**src/kmp_stream_matcher_assert.svh**
```systemverilog
// Assertion macros shared by the kmp_stream_matcher RTL.
// No dependencies; included by the modules that carry assertions.
`ifndef KMP_STREAM_MATCHER_ASSERT_SVH
`define KMP_STREAM_MATCHER_ASSERT_SVH

// same-cycle implication
`define KMP_ASSERT_NOW(lbl, clk, rst, ante, cons) \
   lbl: assert property (@(posedge clk) disable iff (rst) (ante) |-> (cons)) \
      else $error("kmp_stream_matcher: assertion failed");

// next-cycle implication
`define KMP_ASSERT_NEXT(lbl, clk, rst, ante, cons) \
   lbl: assert property (@(posedge clk) disable iff (rst) (ante) |=> (cons)) \
      else $error("kmp_stream_matcher: assertion failed");

`endif

```
**src/kmp_pkg.sv**
```systemverilog
// Shared types and constants for the KMP stream matcher.
// No dependencies; used by kmp_ctrl, kmp_dpath and kmp_stream_matcher.
package kmp_pkg;

   localparam int START_WIDTH = 32;

   localparam logic OP_PATTERN = 1'b0;
   localparam logic OP_TEXT    = 1'b1;

   typedef enum logic [2:0] {
      ST_IDLE = 3'b001,
      ST_CMP  = 3'b010,
      ST_DONE = 3'b100
   } kmp_state_type;

   typedef struct packed {
      logic accept;
      logic cmp;
      logic load;
   } kmp_cmd_type;

   typedef struct packed {
      logic no_walk;
      logic walk_end;
   } kmp_status_type;

endpackage

```
**src/kmp_ctrl.sv**
```systemverilog
// Controller FSM of the KMP stream matcher: accept, failure-link walk, result hand-off.
// Depends on kmp_pkg and kmp_stream_matcher_assert.svh.
`include "kmp_stream_matcher_assert.svh"

module kmp_ctrl (
   input  logic                     clock,
   input  logic                     reset,
   input  logic                     req_valid,
   output logic                     req_ready,
   output logic                     rsp_valid,
   input  logic                     rsp_ready,
   input  kmp_pkg::kmp_status_type  status,
   output kmp_pkg::kmp_cmd_type     cmd
);

   kmp_pkg::kmp_state_type state_ff, state_in;
   logic                   rsp_valid_ff, rsp_valid_in;
   logic                   out_free;

   always_comb begin
      state_in  = state_ff;
      cmd       = '0;
      req_ready = 1'b0;
      out_free  = !rsp_valid_ff || rsp_ready;
      case (state_ff)
         kmp_pkg::ST_IDLE: begin
            req_ready = 1'b1;
            if (req_valid) begin
               cmd.accept = 1'b1;
               state_in   = status.no_walk ? kmp_pkg::ST_DONE : kmp_pkg::ST_CMP;
            end
         end
         kmp_pkg::ST_CMP: begin
            cmd.cmp = 1'b1;
            if (status.walk_end) begin
               if (out_free) begin
                  cmd.load = 1'b1;
                  state_in = kmp_pkg::ST_IDLE;
               end else begin
                  state_in = kmp_pkg::ST_DONE;
               end
            end
         end
         kmp_pkg::ST_DONE: begin
            if (out_free) begin
               cmd.load = 1'b1;
               state_in = kmp_pkg::ST_IDLE;
            end
         end
         default: begin
            state_in = kmp_pkg::ST_IDLE;
         end
      endcase
      rsp_valid_in = cmd.load || (rsp_valid_ff && !rsp_ready);
   end

   always_ff @(posedge clock) begin
      if (reset) begin
         state_ff     <= kmp_pkg::ST_IDLE;
         rsp_valid_ff <= 1'b0;
      end else begin
         state_ff     <= state_in;
         rsp_valid_ff <= rsp_valid_in;
      end
   end

   assign rsp_valid = rsp_valid_ff;

   `KMP_ASSERT_NOW(a_load_free, clock, reset, cmd.load, out_free)
   `KMP_ASSERT_NEXT(a_accept_route, clock, reset, cmd.accept && status.no_walk,
      state_ff == kmp_pkg::ST_DONE)
   `KMP_ASSERT_NEXT(a_cmp_stall, clock, reset, cmd.cmp && status.walk_end && !out_free,
      state_ff == kmp_pkg::ST_DONE && rsp_valid_ff)

endmodule

```
**src/kmp_dpath.sv**
```systemverilog
// Datapath of the KMP stream matcher: pattern and failure-link memories, match state,
// text position and result registers. Depends on kmp_pkg and kmp_stream_matcher_assert.svh.
`include "kmp_stream_matcher_assert.svh"

module kmp_dpath #(
   parameter int MAX_PATTERN    = 64,
   parameter int POSITION_WIDTH = 32
) (
   input  logic                                clock,
   input  logic                                reset,
   input  kmp_pkg::kmp_cmd_type                cmd,
   output kmp_pkg::kmp_status_type             status,
   input  logic                                req_op,
   input  logic                                req_start_new,
   input  logic [7:0]                          req_symbol,
   output logic                                rsp_match_found,
   output logic [kmp_pkg::START_WIDTH-1:0]     rsp_match_start,
   output logic                                rsp_pattern_full
);

   localparam int IW = (MAX_PATTERN > 1) ? $clog2(MAX_PATTERN) : 1;
   localparam int LW = $clog2(MAX_PATTERN + 1);
   localparam int PW = POSITION_WIDTH;
   localparam int OW = kmp_pkg::START_WIDTH;
   localparam int SW = (PW > OW) ? PW : OW;
   localparam logic [LW-1:0] MAXL = LW'(MAX_PATTERN);

   logic [7:0]    pat_mem  [MAX_PATTERN];
   logic [LW-1:0] fail_mem [MAX_PATTERN];
   logic [7:0]    pat_rd;
   logic [LW-1:0] fail_rd;

   logic          op_ff, op_in;
   logic [7:0]    sym_ff, sym_in;
   logic [LW-1:0] k_ff, k_in;
   logic [LW-1:0] len_ff, len_in;
   logic [LW-1:0] bps_ff, bps_in;
   logic [LW-1:0] tms_ff, tms_in;
   logic [PW-1:0] pos_ff, pos_in;
   logic          res_found_ff, res_found_in;
   logic [OW-1:0] res_start_ff, res_start_in;
   logic          res_full_ff, res_full_in;
   logic          rsp_found_ff;
   logic [OW-1:0] rsp_start_ff;
   logic          rsp_full_ff;

   logic          clr, hit;
   logic [LW-1:0] len_eff, bps_eff, q_eff, k_step;
   logic [PW-1:0] pos_eff, start_pos;
   logic [SW-1:0] start_ext;
   logic          wr_en;
   logic [IW-1:0] wr_addr;
   logic [7:0]    wr_sym;
   logic [LW-1:0] wr_fail;
   logic [LW-1:0] rd_prev;
   logic [IW-1:0] rd_idx, rd_prev_idx;

   always_comb begin
      op_in        = op_ff;
      sym_in       = sym_ff;
      k_in         = k_ff;
      len_in       = len_ff;
      bps_in       = bps_ff;
      tms_in       = tms_ff;
      pos_in       = pos_ff;
      res_found_in = res_found_ff;
      res_start_in = res_start_ff;
      res_full_in  = res_full_ff;
      wr_en        = 1'b0;
      wr_addr      = '0;
      wr_sym       = sym_ff;
      wr_fail      = '0;
      status       = '0;

      clr     = req_start_new;
      len_eff = clr ? '0 : len_ff;
      bps_eff = clr ? '0 : bps_ff;
      pos_eff = clr ? '0 : pos_ff;
      q_eff   = clr ? '0 : tms_ff;
      if (q_eff >= len_ff) begin
         q_eff = '0;
      end

      hit       = (pat_rd == sym_ff);
      k_step    = hit ? k_ff + LW'(1) : k_ff;
      start_pos = pos_ff - PW'(len_ff);
      start_ext = SW'(start_pos);

      if (req_op == kmp_pkg::OP_PATTERN) begin
         status.no_walk = (len_eff == MAXL) || (len_eff == '0);
      end else begin
         status.no_walk = (len_ff == '0);
      end

      if (cmd.accept) begin
         op_in        = req_op;
         sym_in       = req_symbol;
         res_found_in = 1'b0;
         res_start_in = '0;
         res_full_in  = 1'b0;
         if (req_op == kmp_pkg::OP_PATTERN) begin
            len_in = len_eff;
            bps_in = bps_eff;
            k_in   = bps_eff;
            if (clr) begin
               tms_in = '0;
            end
            if (len_eff == MAXL) begin
               res_full_in = 1'b1;
            end else if (len_eff == '0) begin
               wr_en   = 1'b1;
               wr_addr = '0;
               wr_sym  = req_symbol;
               wr_fail = '0;
               len_in  = LW'(1);
               bps_in  = '0;
            end
         end else begin
            pos_in = pos_eff + PW'(1);
            k_in   = q_eff;
            if (len_ff == '0) begin
               tms_in = '0;
            end
         end
      end else if (cmd.cmp) begin
         status.walk_end = hit || (k_ff == '0);
         if (!status.walk_end) begin
            k_in = fail_rd;
         end else begin
            k_in = k_step;
            if (op_ff == kmp_pkg::OP_PATTERN) begin
               wr_en   = 1'b1;
               wr_addr = len_ff[IW-1:0];
               wr_fail = k_step;
               bps_in  = k_step;
               len_in  = len_ff + LW'(1);
            end else if (k_step == len_ff) begin
               res_found_in = 1'b1;
               res_start_in = start_ext[OW-1:0];
               tms_in       = bps_ff;
            end else begin
               tms_in = k_step;
            end
         end
      end
   end

   // read address follows the next walk index, so data is ready in the compare cycle
   assign rd_prev     = k_in - LW'(1);
   assign rd_idx      = k_in[IW-1:0];
   assign rd_prev_idx = (k_in == '0) ? '0 : rd_prev[IW-1:0];

   always_ff @(posedge clock) begin
      if (wr_en) begin
         pat_mem[wr_addr]  <= wr_sym;
         fail_mem[wr_addr] <= wr_fail;
      end
      pat_rd  <= pat_mem[rd_idx];
      fail_rd <= fail_mem[rd_prev_idx];
   end

   always_ff @(posedge clock) begin
      if (reset) begin
         len_ff <= '0;
         bps_ff <= '0;
         tms_ff <= '0;
         pos_ff <= '0;
      end else begin
         len_ff <= len_in;
         bps_ff <= bps_in;
         tms_ff <= tms_in;
         pos_ff <= pos_in;
      end
   end

   always_ff @(posedge clock) begin
      op_ff        <= op_in;
      sym_ff       <= sym_in;
      k_ff         <= k_in;
      res_found_ff <= res_found_in;
      res_start_ff <= res_start_in;
      res_full_ff  <= res_full_in;
      if (cmd.load) begin
         rsp_found_ff <= res_found_in;
         rsp_start_ff <= res_start_in;
         rsp_full_ff  <= res_full_in;
      end
   end

   assign rsp_match_found  = rsp_found_ff;
   assign rsp_match_start  = rsp_start_ff;
   assign rsp_pattern_full = rsp_full_ff;

   `KMP_ASSERT_NOW(a_walk_range, clock, reset, cmd.cmp, k_ff < len_ff)
   `KMP_ASSERT_NOW(a_text_state, clock, reset, 1'b1, tms_ff == '0 || tms_ff < len_ff)
   `KMP_ASSERT_NOW(a_len_cap, clock, reset, 1'b1, len_ff <= MAXL)

endmodule

```
**src/kmp_stream_matcher.sv**
```systemverilog
// Top level of the streaming Knuth-Morris-Pratt matcher.
// Depends on kmp_pkg, kmp_ctrl and kmp_dpath.
//
//   channel   direction  handshake              payload
//   req_      in         req_valid/req_ready    req_op, req_start_new, req_symbol
//   rsp_      out        rsp_valid/rsp_ready    rsp_match_found, rsp_match_start,
//                                               rsp_pattern_full
//
// One item at a time. A pattern or text byte is accepted in ST_IDLE; ST_CMP then
// compares and follows failure links, using the registered pattern/link memory read,
// until a hit or index zero. Empty pattern, first pattern byte, full store: no ST_CMP.
// A finished result sits in the output register; the next item is taken meanwhile.
// If that register is still held, the new result waits and req_ready stays low.
// Reset (synchronous) empties the pattern and zeroes match state and text position.
module kmp_stream_matcher #(
   parameter int MAX_PATTERN    = 64,
   parameter int POSITION_WIDTH = 32
) (
   input  logic                            clock,
   input  logic                            reset,
   input  logic                            req_valid,
   output logic                            req_ready,
   input  logic                            req_op,
   input  logic                            req_start_new,
   input  logic [7:0]                      req_symbol,
   output logic                            rsp_valid,
   input  logic                            rsp_ready,
   output logic                            rsp_match_found,
   output logic [kmp_pkg::START_WIDTH-1:0] rsp_match_start,
   output logic                            rsp_pattern_full
);

   kmp_pkg::kmp_cmd_type    cmd;
   kmp_pkg::kmp_status_type status;

   kmp_ctrl u_ctrl (
      .clock     (clock),
      .reset     (reset),
      .req_valid (req_valid),
      .req_ready (req_ready),
      .rsp_valid (rsp_valid),
      .rsp_ready (rsp_ready),
      .status    (status),
      .cmd       (cmd)
   );

   kmp_dpath #(
      .MAX_PATTERN    (MAX_PATTERN),
      .POSITION_WIDTH (POSITION_WIDTH)
   ) u_dpath (
      .clock            (clock),
      .reset            (reset),
      .cmd              (cmd),
      .status           (status),
      .req_op           (req_op),
      .req_start_new    (req_start_new),
      .req_symbol       (req_symbol),
      .rsp_match_found  (rsp_match_found),
      .rsp_match_start  (rsp_match_start),
      .rsp_pattern_full (rsp_pattern_full)
   );

endmodule
```
**config.mk**
```make
export PLATFORM = sky130hd
export DESIGN_NAME = kmp_stream_matcher
export DESIGN_NICKNAME = d
export VERILOG_FILES = /design/src/kmp_pkg.sv /design/src/kmp_ctrl.sv /design/src/kmp_dpath.sv /design/src/kmp_stream_matcher.sv
export VERILOG_INCLUDE_DIRS = /design/src /design/src/src
export SDC_FILE = /design/constraint.sdc
export NUM_CORES = 1
export LEC_CHECK = 0
export ABC_AREA = 1
export BUFFER_PORTS_ARGS = -buffer_cell sky130_fd_sc_hd__buf_2
export CORE_MARGIN = 2
export CORE_UTILIZATION = 40
export CTS_CLUSTER_SIZE = 28
export DETAILED_ROUTE_END_ITERATION = 8
export GPL_ROUTABILITY_DRIVEN = 0
export PLACE_DENSITY_LB_ADDON = 0.05
export SLEW_MARGIN = 20
export SYNTH_ARGS = -nofsm -noshare
export SYNTH_HDL_FRONTEND = slang
export SYNTH_HIERARCHICAL = 1
export SYNTH_SLANG_ARGS = --single-unit
```
**constraint.sdc**
```tcl
create_clock -name clock -period 6.4 [get_ports clock]
set_clock_uncertainty 0.1 [all_clocks]
set_input_delay 1.28 -clock clock [delete_from_list [all_inputs] [get_ports clock]]
set_output_delay 1.28 -clock clock [all_outputs]
set_load 0.02 [all_outputs]
```
==> results of run 1 <==
## stage by stage
step                cells    util  worst slack, ns
detailed placement   5933  0.4271           0.2997
floorplan            4372       -           0.6019
finish               6162  0.4614           0.9864
global placement     5932  0.4269           0.2407
CTS                  6161  0.4612            1.064
global route         6162  0.4614           0.7199
## tightest hold or removal path, cell delays in order (launching register included)
cell	delay, ns
dfxtp_1	0.30
inv_1	0.04
a21oi_1	0.07
## sequential cells by signal (all words and copies together) (netlist names), 8 cells and up
register                 cells
u_dpath/rsp_match_start     32
u_dpath/sym_ff               8
u_dpath/fail_mem           448
u_dpath/res_start_ff        32
u_dpath/pat_rd               8
u_dpath/pat_mem            512
u_dpath/pos_ff              32
## power by group
group / leakage, nW / switching [W] / internal [W]
clock network: 1.99 / 0.00295 / 0.00419
registers: 10.2 / 0.0000999 / 0.00813
logic: 8.01 / 0.00343 / 0.00125
total: 20.2 / 0.00648 / 0.0136
## synth_stat cells, types with 2 or more instances
cell / count / area share
edfxtp_1: 1003 / 0.63
nand2_1: 622 / 0.049
nand3_1: 620 / 0.065
nor2_1: 500 / 0.039
inv_1: 367 / 0.029
o21ai_0: 286 / 0.030
a21oi_1: 135 / 0.014
buf_2: 118 / 0.012
dfxtp_1: 113 / 0.047
nand3b_1: 106 / 0.017
o211ai_1: 97 / 0.015
clkbuf_1: 87 / 0.0068
or2_2: 56 / 0.0073
nor3_1: 22 / 0.0023
xor2_1: 21 / 0.0038
ha_1: 20 / 0.0052
buf_1: 19 / 0.0015
nand4_1: 17 / 0.0022
o22ai_1: 17 / 0.0022
buf_4: 16 / 0.0025
xnor2_1: 14 / 0.0026
a31oi_1: 13 / 0.0017
inv_2: 12 / 0.00094
nand2_2: 10 / 0.0013
or2_0: 9 / 0.0012
nor4_1: 8 / 0.0010
a32oi_1: 6 / 0.0011
clkinv_1: 5 / 0.00039
nor3b_1: 5 / 0.00078
o21ai_1: 5 / 0.00052
a211oi_1: 4 / 0.00063
or2_1: 4 / 0.00052
a221oi_1: 3 / 0.00055
buf_6: 3 / 0.00070
nand2_4: 3 / 0.00070
nor3_2: 3 / 0.00063
o21a_1: 3 / 0.00047
nor2_2: 2 / 0.00026
o211a_1: 2 / 0.00042
## how the worst min path moves through the flow
stage	cells past startpoint	to	startpoint	slack, ns
after floorplan	2	u_dpath/res_start_ff[10]	u_dpath/res_start_ff[10]	0.32
after global placement	2	u_dpath/res_start_ff[10]	u_dpath/res_start_ff[10]	0.34
after detailed placement	2	u_dpath/res_start_ff[10]	u_dpath/res_start_ff[10]	0.35
after CTS	2	u_dpath/res_start_ff[10]	u_dpath/res_start_ff[10]	0.36
after global routing	2	u_dpath/res_start_ff[10]	u_dpath/res_start_ff[10]	0.38
final	2	u_dpath/res_start_ff[10]	u_dpath/res_start_ff[10]	0.36
## cells by family after synthesis
| family | after synthesis | share of synthesized area |
|---|---|---|
| and+or+nand+nor | 1991 | 0.1887 |
| DFF | 1116 | 0.6757 |
| buffers and inverters | 627 | 0.05392 |
| xor gates and xnor gates | 36 | 0.006736 |
| adders and majority gates | 21 | 0.005640 |
| AOI/OAI and AO/OA | 581 | 0.06927 |
## per-layer routing
layer | wire length (µm) | vias up | global-route usage
met5 | 13 | - | 0
met4 | 4461 | 2 | 0.08075
met1 | 67640 | 16338 | 0.3455
met3 | 8673 | 215 | 0.03473
li1 | - | 15459 | -
met2 | 71690 | 1014 | 0.4040
## cell type report
| class | count | area [µm²] | share of cell area |
|---|---|---|---|
| Timing Repair Buffer | 205 | 1642 | 0.03005 |
| Multi-Input combinational cell | 2629 | 13110 | 0.2401 |
| Sequential cell | 1116 | 32380 | 0.5928 |
| Clock inverter | 58 | 469.2 | 0.008589 |
| Inverter | 384 | 1449 | 0.02652 |
| Tap cell | 1600 | 2002 | 0.03665 |
| Clock buffer | 170 | 3568 | 0.06533 |
==> impl_metrics.env, run 1 <==
export IMPL_slew_viol_final=0
export IMPL_row_count=126
export IMPL_post_cts_setup_buffers=0
export IMPL_die_w_um=350.1
export IMPL_grt_pass1_wl_um=221900
export IMPL_relSlewSlack=0.2573
export IMPL_holdWs_ns=0.3567
export IMPL_place_area_um2=50570
export IMPL_synth_edf_count=1003
export IMPL_yosys_warnings=6
export IMPL_netlist_area_um2=47920
export IMPL_cp_buffers_inverters=7
export IMPL_synthCells=4372
export IMPL_grt_max_degree=120
export IMPL_reg2reg_to="u_dpath/fail_rd[3]"
export IMPL_cp_slowest_cell="a21boi_2"
export IMPL_cts_tree="built"
export IMPL_cts_made_buffers=130
export IMPL_port_buffers=49
export IMPL_setup_viol=0
export IMPL_async_flop_share=0
export IMPL_rsz0062_at_grt="no"
export IMPL_hold_viol=0
export IMPL_ctsResizeCount=0
export IMPL_crit_type="in2reg"
export IMPL_endpoint_kind="flip-flop"
export IMPL_grt_overflow=0
export IMPL_htreeDepth=4
export IMPL_required_ns=6.97
export IMPL_dr_pass1_iters=5
export IMPL_power_density_nw_per_um2=367.0
export IMPL_cp_slowest_stage_delay_ns=0.62
export IMPL_status="finished clean"
export IMPL_worstSetupStartpoint="req_start_new"
export IMPL_worstMarginPinSlew_ns=1.111
export IMPL_hold_buffers=0
export IMPL_power_w=0.02005
export IMPL_start_kind="input pin"
export IMPL_synth_seq_cells=1116
export IMPL_synth_cell_types=55
export IMPL_wirelength_um=152500
export IMPL_finalCritPeriodShare=0.8459
export IMPL_area_growth_pct=13.99
export IMPL_grt_pass1_vias=31709
export IMPL_ios=50
export IMPL_wl_per_cell_um=24.74
export IMPL_dieArea_um2=122600
export IMPL_r2r_start="u_dpath/len_ff[3]"
export IMPL_path_max_fanout=119
export IMPL_synthFlopType="edfxtp_1"
export IMPL_nets=4501
export IMPL_final_cell_mix="edfxtp_1 (1,003), nand3_1 (620), nand2_1 (617)"
export IMPL_worstPathArrival_ns=5.98
export IMPL_drt_iter0_drc=3460
export IMPL_endpoint="u_dpath/fail_rd[3]"
export IMPL_nFillCells=10915
export IMPL_syn_avg_cell_area_um2=10.96
export IMPL_layout_commonest_cell="edfxtp_1"
export IMPL_postRouteAntennaNets=0
export IMPL_r2r_slack_ns=1.15
export IMPL_synth_nets=4407
export IMPL_die_h_um=350.1
export IMPL_num_vias=33028
export IMPL_path_depth=25
export IMPL_dp_hpwl_um=92190
export IMPL_finalSetupTns_ns=0
export IMPL_grt_usage=0.2490
export IMPL_p_leak_nw=20.19
export IMPL_path_clk_slew_ns=0.06
export IMPL_diodes=0
export IMPL_reg2reg_depth=23
export IMPL_max_freq_ghz=0.1847
export IMPL_cts_sinks=1116
export IMPL_cts_max_path_buffers=3
export IMPL_start_util=0.4048
export IMPL_antenna_found_initial=2
export IMPL_drv_cap=0
export IMPL_cts_root_buf="clkbuf_16"
export IMPL_drc=0
export IMPL_holdCritPathClass="reg2reg"
export IMPL_seq_area_frac_synth=0.6757
export IMPL_layout_min_cycle_time_ns=5.414
export IMPL_crit_family="simple AND/OR/NAND/NOR gates"
export IMPL_vias_per_cell=5.360
export IMPL_finalInstanceArea_um2=54620
export IMPL_core_area_um2=118400
export IMPL_ir_worst_vdd_mv=0.3414
export IMPL_clk_latency_ns=0.74
export IMPL_drive_gt1_frac=0.1094
No activity file was read; power rests on OpenSTA's default activity.
==> run 2: changes to the inputs <==
- clock period: 6.4 -> 5 ns (I/O delays scaled with it)
==> run 2 against run 1 <==
Utilization grew 0.69 points. Largest cell class unchanged. Sequential cell count did not move. Sequential power increased by 28%. Hold slack improved by 0.00067 ns. Count of clock-buffer cells in the layout fell by 8. Worst setup slack worse by 0.56 ns. Total power rose by 30%. Highest routed layer is now met4. Routed wire length decreased by 0.26%. Critical path depth decreased by 4. Sequential share of layout area decreased by 0.87 points.
==> impl_metrics.env, run 2 (synthesis results as in run 1) <==
export IMPL_drv_cap=0
export IMPL_grt_overflow=0
export IMPL_wirelength_um=152100
export IMPL_nFillCells=10983
export IMPL_comb_power_share=0.255
export IMPL_holdCritPathClass="reg2reg"
export IMPL_ctsResizeCount=0
export IMPL_dieArea_um2=122600
export IMPL_cp_buffers_inverters=6
export IMPL_die_w_um=350.1
export IMPL_hold_depth=2
export IMPL_die_h_um=350.1
export IMPL_cts_made_buffers=121
export IMPL_max_freq_ghz=0.2187
export IMPL_drc=0
export IMPL_top_usage_layer="met2"
export IMPL_num_vias=33308
export IMPL_path_clk_slew_ns=0.06
export IMPL_cp_slowest_stage_delay_ns=0.62
export IMPL_grt_usage=0.2472
export IMPL_endpoint_kind="flip-flop"
export IMPL_finalCritPeriodShare=0.9145
export IMPL_ir_worst_vdd_mv=0.2973
export IMPL_relSlewSlack=0.2920
export IMPL_reg2reg_depth=21
export IMPL_vias_per_cell=5.329
export IMPL_crit_type="reg2reg"
export IMPL_port_buffers=49
export IMPL_power_density_nw_per_um2=471.1
export IMPL_worstMarginPinSlew_ns=1.058
export IMPL_met3_usage=0.02863
export IMPL_antenna_found_initial=3
export IMPL_cts_root_buf="clkbuf_16"
export IMPL_grt_pass1_vias=31991
export IMPL_grt_max_degree=136
export IMPL_dr_pass1_iters=5
export IMPL_clk_latency_ns=0.72
export IMPL_p_int_w=0.01769
export IMPL_power_frac_clock=0.342
export IMPL_post_cts_setup_buffers=0
export IMPL_final_core_util=0.4683
export IMPL_hold_buffers=0
export IMPL_place_area_um2=51510
export IMPL_htreeDepth=3
export IMPL_switching_share=0.3228
export IMPL_wl_per_cell_um=24.33
export IMPL_seqPwrFrac=0.403
export IMPL_cts_max_path_buffers=3
export IMPL_rsz0062_at_grt="no"
export IMPL_switching_power_w=0.008432
export IMPL_largestRegisters="u_dpath/pat_mem: 512 flops, u_dpath/fail_mem: 448 flops"
export IMPL_start_kind="flip-flop"
export IMPL_layout_min_cycle_time_ns=4.572
export IMPL_core_area_um2=118400
export IMPL_cp_slowest_cell="buf_4"
export IMPL_final_cell_mix="edfxtp_1 (1,003), nand3_1 (620), nand2_1 (617)"
export IMPL_finalInstanceArea_um2=55440
export IMPL_row_count=126
export IMPL_cts_tree="built"
export IMPL_ios=50
export IMPL_cp_common_cell="nand2_1"
export IMPL_required_ns=5.55
export IMPL_cp_cell_sequence="inv_1 -> ha_1 -> nand2_1 -> a21oi_1 -> nand2_1 -> nand2_1 -> a21boi_1 -> nand3_1 -> nand2_1 -> inv_2 -> nand2_8 -> inv_8 -> buf_4 -> buf_4 -> nor2_1 -> o21ai_0 -> buf_4 -> a21oi_1 -> nand3_1 -> nand2_1 -> nand2_1"
export IMPL_area_growth_pct=15.69
export IMPL_hold_viol=0
export IMPL_path_max_fanout=72
export IMPL_path_depth=21
export IMPL_use_met1=0.3520
export IMPL_status="finished clean"
export IMPL_grt_pass1_wl_um=221900
export IMPL_dp_hpwl_um=92630
export IMPL_largest_register="u_dpath/pat_mem"
export IMPL_largest_register_ffs=512
export IMPL_drt_iter0_drc=3272
export IMPL_layout_commonest_cell="edfxtp_1"
export IMPL_setup_viol=0
export IMPL_start_util=0.4048
export IMPL_nets=4579
export IMPL_drive_gt1_frac=0.1239
export IMPL_cts_sinks=1116
export IMPL_postRouteAntennaNets=0
export IMPL_power_w=0.02612
export IMPL_worstPathArrival_ns=5.13
export IMPL_slew_viol_final=0
export IMPL_p_leak_nw=20.62
export IMPL_gr_usage_met2=0.4019
export IMPL_crit_family="buffers and inverters"
-- run 2: cell type report --
class	instances	area, µm²	area share
inverter	384	1449	0.02613
antenna	1	2.502	0.00004514
tap	1600	2002	0.03611
multi-input combinational	2629	13110	0.2365
clock buffer	162	3243	0.05850
clock inverter	66	683.2	0.01232
timing repair buffer	292	2570	0.04635
sequential	1116	32380	0.5841
-- run 2: power groups by stage --
stage	Sequential [W]	Clock (W)	Combinational (W)
after floorplan	0.0107	0	0.00376
after global placement	0.0107	0	0.00670
after detailed placement	0.0107	0	0.00667
after CTS	0.0105	0.00912	0.00669
after global routing	0.0105	0.00947	0.00724
final	0.0105	0.00893	0.00667
-- run 2: routing by layer --
metal / wire [µm] / vias up
li1: - / 15625
met1: 69050 / 16586
met2: 71530 / 915
met3: 7659 / 182
met4: 3840 / 0
met5: 0 / -
-- run 2: through the flow --
step	setup TNS [ns]	setup WS, ns	std cells	hold WS (ns)
6_report	0	0.4275	6250	0.3574
5_1_grt	0	0.1450	6249	0.3389
4_1_cts	0	0.4243	6249	0.3257
3_5_place_dp	-0.03752	-0.01961	6021	0.3459
3_3_place_gp	-0.1124	-0.05544	6021	0.3393
2_1_floorplan	-99.47	-0.5181	4372	0.3209
-- run 2: worst reg2reg max path: cells and delay by family, from the launching register on --
kind                       cells  cell delay, ns
buffers and inverters          6            1.89
and+or+nand+nor               10            0.99
AOI/OAI and AO/OA              4            0.65
DFF                            1            0.52
adders and majority gates      1            0.37
-- run 2: worst paths after layout --
kind                                            endpoint  slack, ns                     start
worst max-delay path                   u_dpath/pat_rd[5]       0.43         u_dpath/len_ff[4]
worst min-delay path            u_dpath/res_start_ff[10]       0.36  u_dpath/res_start_ff[10]
worst max register to register         u_dpath/pat_rd[5]       0.43         u_dpath/len_ff[4]
worst min register to register  u_dpath/res_start_ff[10]       0.36  u_dpath/res_start_ff[10]
